<file path="config.mk">
export PLATFORM = sky130hd
export DESIGN_NAME = largest_balanced_binary_submatrix_unit
export DESIGN_NICKNAME = d
export VERILOG_FILES = /design/src/lbbs_pkg.sv /design/src/largest_balanced_binary_submatrix_unit.sv
export VERILOG_INCLUDE_DIRS = /design/src /design/src/src
export SDC_FILE = /design/constraint.sdc
export NUM_CORES = 2
export LEC_CHECK = 0
export BUFFER_PORTS_ARGS = -buffer_cell sky130_fd_sc_hd__buf_2
export CORE_MARGIN = 10
export CORE_UTILIZATION = 60
export DETAILED_ROUTE_END_ITERATION = 7
export PLACE_DENSITY_LB_ADDON = 0.2
export SLEW_MARGIN = 20
export SYNTH_ARGS = -nofsm -noshare
export SYNTH_HDL_FRONTEND = slang
export SYNTH_SLANG_ARGS = --single-unit
</file>
<file path="constraint.sdc">
create_clock -name i_clk -period 19.54 [get_ports i_clk]
set_input_delay 2.931 -clock i_clk [delete_from_list [all_inputs] [get_ports i_clk]]
set_output_delay 2.931 -clock i_clk [all_outputs]
set_load 0.01 [all_outputs]
</file>
<file path="src/largest_balanced_binary_submatrix_unit_defines.svh">
// assertion macros for the largest balanced binary submatrix unit
// expects i_clk and i_rst_n in the scope where a macro is used
`ifndef LARGEST_BALANCED_BINARY_SUBMATRIX_UNIT_DEFINES_SVH
`define LARGEST_BALANCED_BINARY_SUBMATRIX_UNIT_DEFINES_SVH

// same-cycle implication
`define LBBS_ASSERT_IMP(lbl, ant, con, msg) \
    lbl: assert property (@(posedge i_clk) disable iff (!i_rst_n) (ant) |-> (con)) \
        else $error(msg);

// next-cycle implication
`define LBBS_ASSERT_NXT(lbl, ant, con, msg) \
    lbl: assert property (@(posedge i_clk) disable iff (!i_rst_n) (ant) |=> (con)) \
        else $error(msg);

`endif

</file>
<file path="src/lbbs_pkg.sv">
// sizes, widths and constants of the largest balanced binary submatrix unit
// no dependencies
package lbbs_pkg;

    localparam int MAX_ROWS = 16;
    localparam int MAX_COLS = 16;
    localparam int CELLS    = MAX_ROWS * MAX_COLS;

    localparam int ROW_W  = $clog2(MAX_ROWS);
    localparam int COL_W  = $clog2(MAX_COLS);
    localparam int RCNT_W = $clog2(MAX_ROWS + 1);
    localparam int CCNT_W = $clog2(MAX_COLS + 1);
    localparam int ADDR_W = $clog2(CELLS);
    localparam int POS_W  = $clog2(CELLS + 1);
    localparam int BAL_W  = $clog2(MAX_COLS + 1) + 1;
    localparam int SUM_W  = $clog2(CELLS + 1) + 1;
    localparam int SPAN   = 2 * CELLS + 1;
    localparam int SLOT_W = $clog2(SPAN);
    localparam int AREA_W = $clog2(CELLS + 1);
    localparam int TAB_W  = ROW_W + 1;

    localparam int CFG_W      = 5;
    localparam int CFG_IDX_W  = 2;
    localparam int ROW_OUT_W  = 4;
    localparam int AREA_OUT_W = 9;

    localparam logic [CFG_IDX_W-1:0] CFG_ROWS_IDX = 2'd0;
    localparam logic [CFG_IDX_W-1:0] CFG_COLS_IDX = 2'd1;
    localparam logic [CFG_W-1:0]     SIZE_RESET   = 5'd16;

    localparam logic signed [BAL_W-1:0] BAL_POS_ONE = BAL_W'(1);
    localparam logic signed [BAL_W-1:0] BAL_NEG_ONE = BAL_W'(-1);

endpackage

</file>
<file path="src/largest_balanced_binary_submatrix_unit.sv">
// largest balanced binary submatrix unit: loads a binary matrix and searches it
// depends on lbbs_pkg and largest_balanced_binary_submatrix_unit_defines.svh
//
// usage:
// - input channel i_valid/o_ready carries one cell word (i_cell_value) per
//   handshake, row-major; one word is taken per cycle while loading
// - config port i_cfg_we/i_cfg_idx/i_cfg_data sets rows (index 0) and
//   columns (index 1); a write to either restarts the load
// - the word that completes rows*cols cells starts the search; o_ready is
//   low until it ends
// - the search walks every column pair (left <= right); each pair runs a
//   pair step, then per row a balance step and a prefix-table lookup and
//   update step, then a table clear step per row, then an area step; the
//   best area is kept over all pairs
// - one result word then sits on o_valid until i_ready; the next matrix may
//   load meanwhile, but its last cell waits while the result is still held
// - after reset the 2*rows_max*cols_max+1 = 513 prefix table entries are
//   cleared with o_ready low; config writes are taken during that time
`include "largest_balanced_binary_submatrix_unit_defines.svh"

module largest_balanced_binary_submatrix_unit (
    input  logic                             i_clk,
    input  logic                             i_rst_n,
    input  logic                             i_cfg_we,
    input  logic [lbbs_pkg::CFG_IDX_W-1:0]   i_cfg_idx,
    input  logic [lbbs_pkg::CFG_W-1:0]       i_cfg_data,
    input  logic                             i_valid,
    output logic                             o_ready,
    input  logic                             i_cell_value,
    output logic                             o_valid,
    input  logic                             i_ready,
    output logic                             o_found,
    output logic [lbbs_pkg::ROW_OUT_W-1:0]   o_top_row,
    output logic [lbbs_pkg::ROW_OUT_W-1:0]   o_bottom_row,
    output logic [lbbs_pkg::ROW_OUT_W-1:0]   o_left_col,
    output logic [lbbs_pkg::ROW_OUT_W-1:0]   o_right_col,
    output logic [lbbs_pkg::AREA_OUT_W-1:0]  o_area
);
    import lbbs_pkg::*;

    typedef enum logic [2:0] {
        S_INIT, S_LOAD, S_PAIR, S_ROW_A, S_ROW_B, S_CLR, S_AREA, S_DONE
    } t_state;

    function automatic logic [RCNT_W-1:0] clamp_rows(input logic [CFG_W-1:0] v);
        logic [RCNT_W-1:0] r;
        if (v == '0) r = RCNT_W'(1);
        else if (v > MAX_ROWS) r = RCNT_W'(MAX_ROWS);
        else r = RCNT_W'(v);
        return r;
    endfunction

    function automatic logic [CCNT_W-1:0] clamp_cols(input logic [CFG_W-1:0] v);
        logic [CCNT_W-1:0] r;
        if (v == '0) r = CCNT_W'(1);
        else if (v > MAX_COLS) r = CCNT_W'(MAX_COLS);
        else r = CCNT_W'(v);
        return r;
    endfunction

    function automatic logic [SLOT_W-1:0] slot_of(input logic signed [SUM_W-1:0] s);
        logic [SUM_W-1:0] u;
        u = SUM_W'(unsigned'(s) + SUM_W'(CELLS));
        return SLOT_W'(u);
    endfunction

    // memories
    logic             r_cells [CELLS];
    logic [TAB_W-1:0] r_tab   [SPAN];
    logic             r_cell_q;
    logic [TAB_W-1:0] r_tab_q;

    // control and datapath registers
    t_state                   r_state, n_state;
    logic [CFG_W-1:0]         r_rows_cfg, n_rows_cfg;
    logic [CFG_W-1:0]         r_cols_cfg, n_cols_cfg;
    logic [POS_W-1:0]         r_pos, n_pos;
    logic [SLOT_W-1:0]        r_init_addr, n_init_addr;
    logic [COL_W-1:0]         r_left, n_left;
    logic [COL_W-1:0]         r_right, n_right;
    logic [ROW_W-1:0]         r_row, n_row;
    logic signed [SUM_W-1:0]  r_sum, n_sum;
    logic [RCNT_W-1:0]        r_len, n_len;
    logic [ROW_W-1:0]         r_s, n_s;
    logic [ROW_W-1:0]         r_e, n_e;
    logic signed [BAL_W-1:0]  r_bal [MAX_ROWS];
    logic signed [BAL_W-1:0]  n_bal [MAX_ROWS];
    logic [AREA_W-1:0]        r_best_area, n_best_area;
    logic [ROW_W-1:0]         r_best_top, n_best_top;
    logic [ROW_W-1:0]         r_best_bot, n_best_bot;
    logic [COL_W-1:0]         r_best_lc, n_best_lc;
    logic [COL_W-1:0]         r_best_rc, n_best_rc;
    logic                     r_out_valid, n_out_valid;
    logic                     r_out_found, n_out_found;
    logic [ROW_OUT_W-1:0]     r_out_top, n_out_top;
    logic [ROW_OUT_W-1:0]     r_out_bot, n_out_bot;
    logic [ROW_OUT_W-1:0]     r_out_lc, n_out_lc;
    logic [ROW_OUT_W-1:0]     r_out_rc, n_out_rc;
    logic [AREA_OUT_W-1:0]    r_out_area, n_out_area;

    // memory ports
    logic                     cell_we, cell_re;
    logic [ADDR_W-1:0]        cell_waddr, cell_raddr;
    logic                     tab_we, tab_re;
    logic [SLOT_W-1:0]        tab_waddr, tab_raddr;
    logic [TAB_W-1:0]         tab_wdata;

    // shared datapath
    logic [RCNT_W-1:0]        rows;
    logic [CCNT_W-1:0]        cols;
    logic [POS_W-1:0]         total, eff_pos, pos_inc;
    logic                     is_last, last_row, accept;
    logic [ROW_W-1:0]         rd_row;
    logic signed [BAL_W-1:0]  bal_new;
    logic signed [SUM_W-1:0]  sum_a, sum_c;
    logic [ROW_W-1:0]         row_gap;
    logic [CCNT_W-1:0]        width;
    logic [AREA_W-1:0]        area_cur;

    always_comb begin
        rows     = clamp_rows(r_rows_cfg);
        cols     = clamp_cols(r_cols_cfg);
        total    = POS_W'(rows) * POS_W'(cols);
        eff_pos  = (r_pos >= total) ? '0 : r_pos;
        pos_inc  = POS_W'(eff_pos + 1'b1);
        is_last  = (pos_inc == total);
        o_ready  = (r_state == S_LOAD) && !(r_out_valid && is_last);
        accept   = i_valid && o_ready;
        last_row = (r_row == ROW_W'(rows - 1'b1));
        rd_row   = (r_state == S_ROW_A) ? ROW_W'(r_row + 1'b1) : r_row;
        bal_new  = r_bal[r_row] + (r_cell_q ? BAL_POS_ONE : BAL_NEG_ONE);
        sum_a    = r_sum + SUM_W'(bal_new);
        sum_c    = r_sum + SUM_W'(r_bal[r_row]);
        row_gap  = r_row - r_tab_q[ROW_W-1:0];
        width    = CCNT_W'(r_right - r_left) + 1'b1;
        area_cur = AREA_W'(width) * AREA_W'(r_len);
    end

    always_comb begin
        n_state     = r_state;
        n_rows_cfg  = r_rows_cfg;
        n_cols_cfg  = r_cols_cfg;
        n_pos       = r_pos;
        n_init_addr = r_init_addr;
        n_left      = r_left;
        n_right     = r_right;
        n_row       = r_row;
        n_sum       = r_sum;
        n_len       = r_len;
        n_s         = r_s;
        n_e         = r_e;
        n_bal       = r_bal;
        n_best_area = r_best_area;
        n_best_top  = r_best_top;
        n_best_bot  = r_best_bot;
        n_best_lc   = r_best_lc;
        n_best_rc   = r_best_rc;
        n_out_valid = r_out_valid && !i_ready;
        n_out_found = r_out_found;
        n_out_top   = r_out_top;
        n_out_bot   = r_out_bot;
        n_out_lc    = r_out_lc;
        n_out_rc    = r_out_rc;
        n_out_area  = r_out_area;

        cell_we    = 1'b0;
        cell_waddr = eff_pos[ADDR_W-1:0];
        cell_re    = 1'b0;
        cell_raddr = ADDR_W'(rd_row) * ADDR_W'(cols) + ADDR_W'(r_right);
        tab_we     = 1'b0;
        tab_waddr  = r_init_addr;
        tab_wdata  = '0;
        tab_re     = 1'b0;
        tab_raddr  = slot_of(sum_a);

        unique case (r_state)
            S_INIT: begin
                tab_we      = 1'b1;
                n_init_addr = SLOT_W'(r_init_addr + 1'b1);
                if (r_init_addr == SLOT_W'(SPAN - 1)) begin
                    n_state = S_LOAD;
                end
            end
            S_LOAD: begin
                if (accept) begin
                    cell_we = 1'b1;
                    if (is_last) begin
                        n_pos       = '0;
                        n_left      = '0;
                        n_right     = '0;
                        n_row       = '0;
                        n_best_area = '0;
                        n_best_top  = '0;
                        n_best_bot  = '0;
                        n_best_lc   = '0;
                        n_best_rc   = '0;
                        for (int k = 0; k < MAX_ROWS; k++) n_bal[k] = '0;
                        n_state     = S_PAIR;
                    end else begin
                        n_pos = pos_inc;
                    end
                end
            end
            S_PAIR: begin
                cell_re = 1'b1;
                n_sum   = '0;
                n_len   = '0;
                n_s     = '0;
                n_e     = '0;
                n_state = S_ROW_A;
            end
            S_ROW_A: begin
                n_bal[r_row] = bal_new;
                n_sum        = sum_a;
                tab_re       = 1'b1;
                cell_re      = !last_row;
                n_state      = S_ROW_B;
            end
            S_ROW_B: begin
                tab_waddr = slot_of(r_sum);
                tab_wdata = {1'b1, r_row};
                if (r_sum == '0) begin
                    n_s   = '0;
                    n_e   = r_row;
                    n_len = RCNT_W'(r_row) + 1'b1;
                end else if (!r_tab_q[ROW_W]) begin
                    tab_we = 1'b1;
                end else if (RCNT_W'(row_gap) > r_len) begin
                    n_len = RCNT_W'(row_gap);
                    n_s   = ROW_W'(r_tab_q[ROW_W-1:0] + 1'b1);
                    n_e   = r_row;
                end
                if (last_row) begin
                    n_row   = '0;
                    n_sum   = '0;
                    n_state = S_CLR;
                end else begin
                    n_row   = ROW_W'(r_row + 1'b1);
                    n_state = S_ROW_A;
                end
            end
            S_CLR: begin
                // undo the table entries this column pair set
                tab_we    = 1'b1;
                tab_waddr = slot_of(sum_c);
                tab_wdata = '0;
                n_sum     = sum_c;
                if (last_row) begin
                    n_row   = '0;
                    n_state = S_AREA;
                end else begin
                    n_row = ROW_W'(r_row + 1'b1);
                end
            end
            S_AREA: begin
                if (r_len != '0 && area_cur > r_best_area) begin
                    n_best_area = area_cur;
                    n_best_top  = r_s;
                    n_best_bot  = r_e;
                    n_best_lc   = r_left;
                    n_best_rc   = r_right;
                end
                if (r_right != COL_W'(cols - 1'b1)) begin
                    n_right = COL_W'(r_right + 1'b1);
                    n_state = S_PAIR;
                end else if (r_left != COL_W'(cols - 1'b1)) begin
                    n_left  = COL_W'(r_left + 1'b1);
                    n_right = COL_W'(r_left + 1'b1);
                    for (int k = 0; k < MAX_ROWS; k++) n_bal[k] = '0;
                    n_state = S_PAIR;
                end else begin
                    n_state = S_DONE;
                end
            end
            S_DONE: begin
                n_out_valid = 1'b1;
                n_out_found = (r_best_area != '0);
                n_out_top   = ROW_OUT_W'(r_best_top);
                n_out_bot   = ROW_OUT_W'(r_best_bot);
                n_out_lc    = ROW_OUT_W'(r_best_lc);
                n_out_rc    = ROW_OUT_W'(r_best_rc);
                n_out_area  = AREA_OUT_W'(r_best_area);
                n_state     = S_LOAD;
            end
        endcase

        if (i_cfg_we) begin
            unique case (i_cfg_idx)
                CFG_ROWS_IDX: begin
                    n_rows_cfg = i_cfg_data;
                    n_pos      = '0;
                end
                CFG_COLS_IDX: begin
                    n_cols_cfg = i_cfg_data;
                    n_pos      = '0;
                end
                default: begin
                end
            endcase
        end
    end

    always_ff @(posedge i_clk) begin
        if (!i_rst_n) begin
            r_state     <= S_INIT;
            r_rows_cfg  <= SIZE_RESET;
            r_cols_cfg  <= SIZE_RESET;
            r_pos       <= '0;
            r_init_addr <= '0;
            r_left      <= '0;
            r_right     <= '0;
            r_row       <= '0;
            r_sum       <= '0;
            r_len       <= '0;
            r_s         <= '0;
            r_e         <= '0;
            for (int k = 0; k < MAX_ROWS; k++) r_bal[k] <= '0;
            r_best_area <= '0;
            r_best_top  <= '0;
            r_best_bot  <= '0;
            r_best_lc   <= '0;
            r_best_rc   <= '0;
            r_out_valid <= 1'b0;
            r_out_found <= 1'b0;
            r_out_top   <= '0;
            r_out_bot   <= '0;
            r_out_lc    <= '0;
            r_out_rc    <= '0;
            r_out_area  <= '0;
        end else begin
            r_state     <= n_state;
            r_rows_cfg  <= n_rows_cfg;
            r_cols_cfg  <= n_cols_cfg;
            r_pos       <= n_pos;
            r_init_addr <= n_init_addr;
            r_left      <= n_left;
            r_right     <= n_right;
            r_row       <= n_row;
            r_sum       <= n_sum;
            r_len       <= n_len;
            r_s         <= n_s;
            r_e         <= n_e;
            r_bal       <= n_bal;
            r_best_area <= n_best_area;
            r_best_top  <= n_best_top;
            r_best_bot  <= n_best_bot;
            r_best_lc   <= n_best_lc;
            r_best_rc   <= n_best_rc;
            r_out_valid <= n_out_valid;
            r_out_found <= n_out_found;
            r_out_top   <= n_out_top;
            r_out_bot   <= n_out_bot;
            r_out_lc    <= n_out_lc;
            r_out_rc    <= n_out_rc;
            r_out_area  <= n_out_area;
        end
    end

    // cell store
    always_ff @(posedge i_clk) begin
        if (cell_we) begin
            r_cells[cell_waddr] <= i_cell_value;
        end
        if (cell_re) begin
            r_cell_q <= r_cells[cell_raddr];
        end
    end

    // first-seen prefix table, valid bit on top
    always_ff @(posedge i_clk) begin
        if (tab_we) begin
            r_tab[tab_waddr] <= tab_wdata;
        end
        if (tab_re) begin
            r_tab_q <= r_tab[tab_raddr];
        end
    end

    assign o_valid      = r_out_valid;
    assign o_found      = r_out_found;
    assign o_top_row    = r_out_top;
    assign o_bottom_row = r_out_bot;
    assign o_left_col   = r_out_lc;
    assign o_right_col  = r_out_rc;
    assign o_area       = r_out_area;

    `LBBS_ASSERT_IMP(a_rise_after_done, $rose(r_out_valid), $past(r_state == S_DONE), "result without search")
    `LBBS_ASSERT_IMP(a_found_area, r_out_valid, r_out_found == (r_out_area != '0), "found flag and area disagree")
    `LBBS_ASSERT_IMP(a_bounds_order, r_out_valid && r_out_found, (r_out_top <= r_out_bot) && (r_out_lc <= r_out_rc), "bounds out of order")
    `LBBS_ASSERT_NXT(a_search_start, r_state == S_LOAD && n_state == S_PAIR, !r_out_valid && r_pos == '0, "search started over a held result")

endmodule
</file>
Yosys cells after proc, flatten, opt, wreduce, memory -nomap -nowiden
Memory sizes are Yosys's and may differ from the RTL's. A register that Yosys moved wholly into a read port is not among the register bits.
Cells that the tools add are included.
{"block": "op_classes", "muxes": 80, "n_eq_ne": 24, "add_sub_neg": 19, "bitwise": 1, "order_cmp": 7, "mul": 3, "reduce_logical": 34}
{"op": "$mux W96", "n": 4}
{"op": "$pmux W96 S3", "n": 1}
{"op": "$bwmux W96", "n": 1}
{"op": "$mux W9", "n": 9}
{"op": "$pmux W4 S2", "n": 9}
{"op": "$mux W4", "n": 17}
{"op": "$mux W5", "n": 8}
{"op": "$pmux W10 S4", "n": 1}
{"op": "$add A10 B9 Y10 const B", "n": 3}
{"op": "$bmux W6 S4", "n": 1}
{"op": "$demux W6 S4", "n": 1}
{"op": "$mux W6", "n": 4}
{"op": "$pmux W3 S8", "n": 1}
{"op": "$mux W3", "n": 7}
{"op": "$add A10 B6 Y10", "n": 2}
{"op": "$pmux W10 S2", "n": 1}
{"op": "$mul A5 B5 Y9", "n": 2}
{"op": "$pmux W9 S2", "n": 1}
{"op": "$add A4 B1 Y4 const B", "n": 4}
{"op": "$ne A2 B2 Y1 const B", "n": 8}
{"op": "$eq A3 B3 Y1 const B", "n": 4}
{"op": "$reduce_and A4 Y1", "n": 3}
{"op": "$add A10 B1 Y10 const B", "n": 1}
{"op": "$eq A10 B10 Y1 const B", "n": 1}
{"op": "other kinds (42)", "n": 74}
{"block": "totals", "word_cells": 210, "mem_count": 2, "mem_bits_rw": 2821, "inputBits": 13, "output_inout_bits": 28, "reg_bits": 215}
{"memory": "r_tab", "words": 513, "word_bits": 5, "read_ports": 1, "rd_ports_with_merged_regs": 1, "wr": 1, "line_no": "largest_balanced_binary_submatrix_unit.sv:69", "rtl": "logic [TAB_W-1:0] r_tab [SPAN];"}
{"memory": "r_cells", "words": 256, "word_bits": 1, "read_ports": 1, "rd_ports_with_merged_regs": 1, "wr": 1, "line_no": "largest_balanced_binary_submatrix_unit.sv:68", "rtl": "logic r_cells [CELLS];"}

Longest topological paths before layout
{"block": "logic_depth", "ltp_word": 16, "ltp_mapped": 35, "mapped_depth_nobuf": 30}

Worst setup path before layout
OpenSTA, ideal clock, no wires.
{"block": "synth_path", "kind": "register to register", "from": "register r_row[1]", "to": "memory r_tab[0][1] (netlist bit), data pin", "arrival_ps": 13351, "path_slack_ps": 3600, "n_path_buf": 3, "t_required_ps": 16951, "synth_period_minus_slack_ps": 15940, "path_stages_with_launch": 6, "setup_time_ps": 2589, "cell_sequence": "dfxtp_1 -> buf_2 -> buf_1 -> buf_1 -> inv_1 -> nor2_1"}
{"block": "synth_via", "elab_chain_cells": 1}
{"item": "start, declared", "line_no": "largest_balanced_binary_submatrix_unit.sv:81", "rtl": "logic [ROW_W-1:0] r_row, n_row;"}
{"item": "start signal, assigned", "line_no": "largest_balanced_binary_submatrix_unit.sv:338", "rtl": "r_row <= n_row;"}
{"item": "$mux W5", "line_no": "largest_balanced_binary_submatrix_unit.sv:176", "rtl": "unique case (r_state)"}
{"item": "end, declared", "line_no": "largest_balanced_binary_submatrix_unit.sv:69"}
Every way passes these cells.

Final worst setup path
{"block": "layout_path", "from": "register r_cols_cfg[4]", "to": "output o_ready"}
{"block": "layout_via", "elab_chain_cells": 11, "elab_cells_between_ends": 12, "classes_between": "1 x add/sub; 1 x mul; 2 x order compare; 1 x eq/ne; 3 x mux; 4 x reduce/logical"}
{"item": "start, declared", "line_no": "largest_balanced_binary_submatrix_unit.sv:76", "rtl": "logic [CFG_W-1:0] r_cols_cfg, n_cols_cfg;"}
{"item": "start signal, assigned", "line_no": "largest_balanced_binary_submatrix_unit.sv:333", "rtl": "r_cols_cfg <= n_cols_cfg;"}
{"item": "$gt A5 B5 Y1", "line_no": "largest_balanced_binary_submatrix_unit.sv:56", "rtl": "else if (v > MAX_COLS) r = CCNT_W'(MAX_COLS);"}
{"item": "$mux W5", "line_no": "largest_balanced_binary_submatrix_unit.sv:56"}
{"item": "$mux W5 *", "line_no": "largest_balanced_binary_submatrix_unit.sv:55", "rtl": "if (v == '0) r = CCNT_W'(1);"}
{"item": "$mul A5 B5 Y9 *", "line_no": "largest_balanced_binary_submatrix_unit.sv:123", "rtl": "total = POS_W'(rows) * POS_W'(cols);"}
{"item": "$ge A9 B9 Y1", "line_no": "largest_balanced_binary_submatrix_unit.sv:124", "rtl": "eff_pos = (r_pos >= total) ? '0 : r_pos;"}
{"item": "$mux W9", "line_no": "largest_balanced_binary_submatrix_unit.sv:124"}
{"item": "$add A9 B1 Y9", "line_no": "largest_balanced_binary_submatrix_unit.sv:125", "rtl": "pos_inc = POS_W'(eff_pos + 1'b1);"}
{"item": "$eq A9 B9 Y1 *", "line_no": "largest_balanced_binary_submatrix_unit.sv:126", "rtl": "is_last = (pos_inc == total);"}
{"item": "$logic_and A1 B1 Y1 *", "line_no": "largest_balanced_binary_submatrix_unit.sv:127", "rtl": "o_ready = (r_state == S_LOAD) && !(r_out_valid && is_last);"}
{"item": "$logic_not A1 Y1 *", "line_no": "largest_balanced_binary_submatrix_unit.sv:127"}
{"item": "$logic_and A1 B1 Y1 *", "line_no": "largest_balanced_binary_submatrix_unit.sv:127"}
{"item": "end, declared", "line_no": "largest_balanced_binary_submatrix_unit.sv:28", "rtl": "output logic o_ready,"}
Mark *: on every way between the ends. The rest lies on a longest branch, timed or not.

==> metrics.txt <==
clk_skew 73.8 ps; most frequent cells in the layout edfxtp_1 (2,827), nor2_1 (931), mux4_2 (856); Period minus WS final 12,110 ps; final setup TNS 0 ps; CP startpoint kind flop; core area 0.209 mm^2; Clk Latency, worst-skew pair 960 ps; first-pass GRT wire length 454,000 um; GP Congestion 0.879; io pins 41; Psw 0.00248 W; drt drc 0; sequential element share of the synthesized area 70.8%; Syn Area/Cell 17.5 um^2; combinational power share 0.5%; area of the die 0.229 mm^2; FF+latch count, synth 3,042; Final Max Slew Viols 0; non-filler cells, final 10,300; Internal 0.0105 W; # port buffers 40; final hold violations 0; setup repair bufs after CTS 0; Max Clock Freq 82.6 MHz; Routed Antenna Nets 0; CP max FO 18; Netlist cell types 79; TritonCTS buffer count 320; syn_nets 7,358; worst relative slew slack 18.7%; crit path kind flop to output pin; placed inst area 0.129 mm^2; Num Clock Sinks 3,042; Leak 42.1 nW; dpl cells 9,751; CTS Root Cell clkbuf_16; mapped cell area 0.126 mm^2; status finished clean; Clock transition at path regs 60 ps; drt total wl 305,000 um; Post-synth EDFFs 2,827; hpwl dp 191,000 um; post-route cell area 0.139 mm^2; Clock power frac 45.3%; GRT overflow 0; crit end category output pin; Setup Viol. Count Final 0; Die Wd 478 um; die height 478 um; vias in the first global route 67,800; gr usage total 26.5%; P&R area growth vs syn 10.6%; antenna violations before repair 10; CTS max path bufs 4; Filler Cell Count 13,600; Initial DRT Pass Iterations 8; Switching Share 19.2%; FF+latch area 0.0892 mm^2; Worst Hold Slack 450 ps; synthesis warning total 0; Max-Cap Viols 0; row cnt 168; Detailed Route Iter0 Violations 8,154; fin util 66.6%; Initial Util 60.2%; Hold-fix buffers, CTS 0; Hold Crit Class flop to flop; via count 67,900; actual slew at the worst max-slew pin 1210 ps; arrival time at the worst endpoint 9180 ps; Top FF cell, synth edfxtp_1; multi-input logic area 0.0348 mm^2; pwr/cell area 92.9 mW/mm^2; layout net count 7,433; RSZ-0062 raised after global routing no; post-CTS sizing 0; CTS tree yes; routed length per instance 29.6 um; peak supply drop 116 uV; H-tree level count 5; CP required 16,610 ps; largest net degree at the start of global routing 222; sequential share of power 54.3%; vias per inst 6.58; most common cell after layout, fill and taps aside edfxtp_1; fraction of layout cells with a size suffix above 1 20.5%; Post-synth ARST share 0%; crit share post-route 62.0%; Post-Synthesis Cells 7,197
-- cells in the mapped netlist (74+ instances only) --
master,instances,share of area (%)
a21oi_1,121,0.48
buf_2,100,0.40
clkbuf_1,242,0.72
dfxtp_1,215,3.4
edfxtp_1,2827,67
ha_1,119,1.2
inv_1,102,0.30
mux2i_1,76,0.60
mux4_2,856,15
nand2_1,647,1.9
nand3_1,79,0.31
nor2_1,946,2.8
nor3_1,80,0.32
o22ai_1,74,0.37
-- stage by stage --
stage,power (W),setup slack (ps)
6_report,0.0129,7430
5_1_grt,0.0133,6880
4_1_cts,0.0130,7460
3_5_place_dp,0.00722,8480
3_3_place_gp,0.00722,8580
2_1_floorplan,0.00719,3600
-- critical path, stage by stage (launching register included) --
cell and delay, ps:
dfxtp_1 440, nand2b_1 400, or2_2 400, fa_1 550
fa_1 430, fa_1 490, inv_1 40, ha_1 320
a211oi_1 340, o21bai_1 140, a21oi_1 180, xor2_1 360
ha_1 350, nand2_1 70, nor2_1 40, a211oi_1 400
o21a_1 660, nand2_1 230, inv_1 150, ha_1 240
nand4_1 170, xnor2_1 210, or4_1 500, a21oi_1 190
o221ai_1 210, nor4b_2 530, nor2_1 70, buf_2 160
-- kinds of logic (layout without fill, tap and decap cells) --
kind of cell | count (synthesis) | after routing | synth area share (%)
fa+ha+maj | 148 | 148 | 1.64
simple gates | 1950 | 1950 | 6.42
mux | 939 | 939 | 16.0
xor+xnor | 92 | 92 | 0.669
flops | 3042 | 3042 | 70.8
other cells | 0 | 10 | 0
compound gates | 507 | 507 | 2.77
buf+inv | 519 | 818 | 1.67
-- layer usage --
metal	global-route usage (%)	routed length [um]	vias up
met5	0	51	-
met4	9.93	12200	8
met3	5.98	28500	678
met2	42.4	150000	3550
met1	36.1	115000	35100
li1	-	-	28500
-- power by group through the flow --
| stage | Combinational, W | Sequential (W) | Clock [W] |
|---|---|---|---|
| 2_1_floorplan | 0.0000290 | 0.00716 | 0 |
| 3_3_place_gp | 0.0000559 | 0.00716 | 0 |
| 3_5_place_dp | 0.0000573 | 0.00716 | 0 |
| 4_1_cts | 0.0000575 | 0.00702 | 0.00592 |
| 5_1_grt | 0.0000617 | 0.00702 | 0.00618 |
| 6_report | 0.0000591 | 0.00702 | 0.00585 |
-- worst paths after layout --
kind / from / to / slack (ps) / depth (start not counted)
max: r_cols_cfg[4] / o_ready / 7430 / 27
min: o_top_row[1] / o_top_row[1] / 450 / 2
max reg2reg: r_cols_cfg[4] / r_cells[155] / 9260 / 28
min reg2reg: o_top_row[1] / o_top_row[1] / 450 / 2
-- layout make-up --
class,instances,area share (%)
Timing Repair Buffer,169,0.977
Clock buffer,393,6.12
Sequential cell,3042,64.1
Clock inverter,153,1.00
Tap cell,2805,2.52
Multi-Input combinational cell,3636,25.0
Antenna cell,10,0.0180
Inverter,103,0.283
-- registers in the layout, summed over array words and instances, names as in the netlist, 5 cells and up --
| name | count |
|---|---|
| r_tab | 2565 |
| r_cells | 256 |
| r_bal | 96 |
| r_init_addr | 10 |
| r_sum | 10 |
| o_area | 9 |
| r_best_area | 9 |
| r_pos | 9 |
| r_cols_cfg | 5 |
| r_len | 5 |
| r_rows_cfg | 5 |
| r_tab_q | 5 |
No activity file was read; power rests on OpenSTA's default activity.
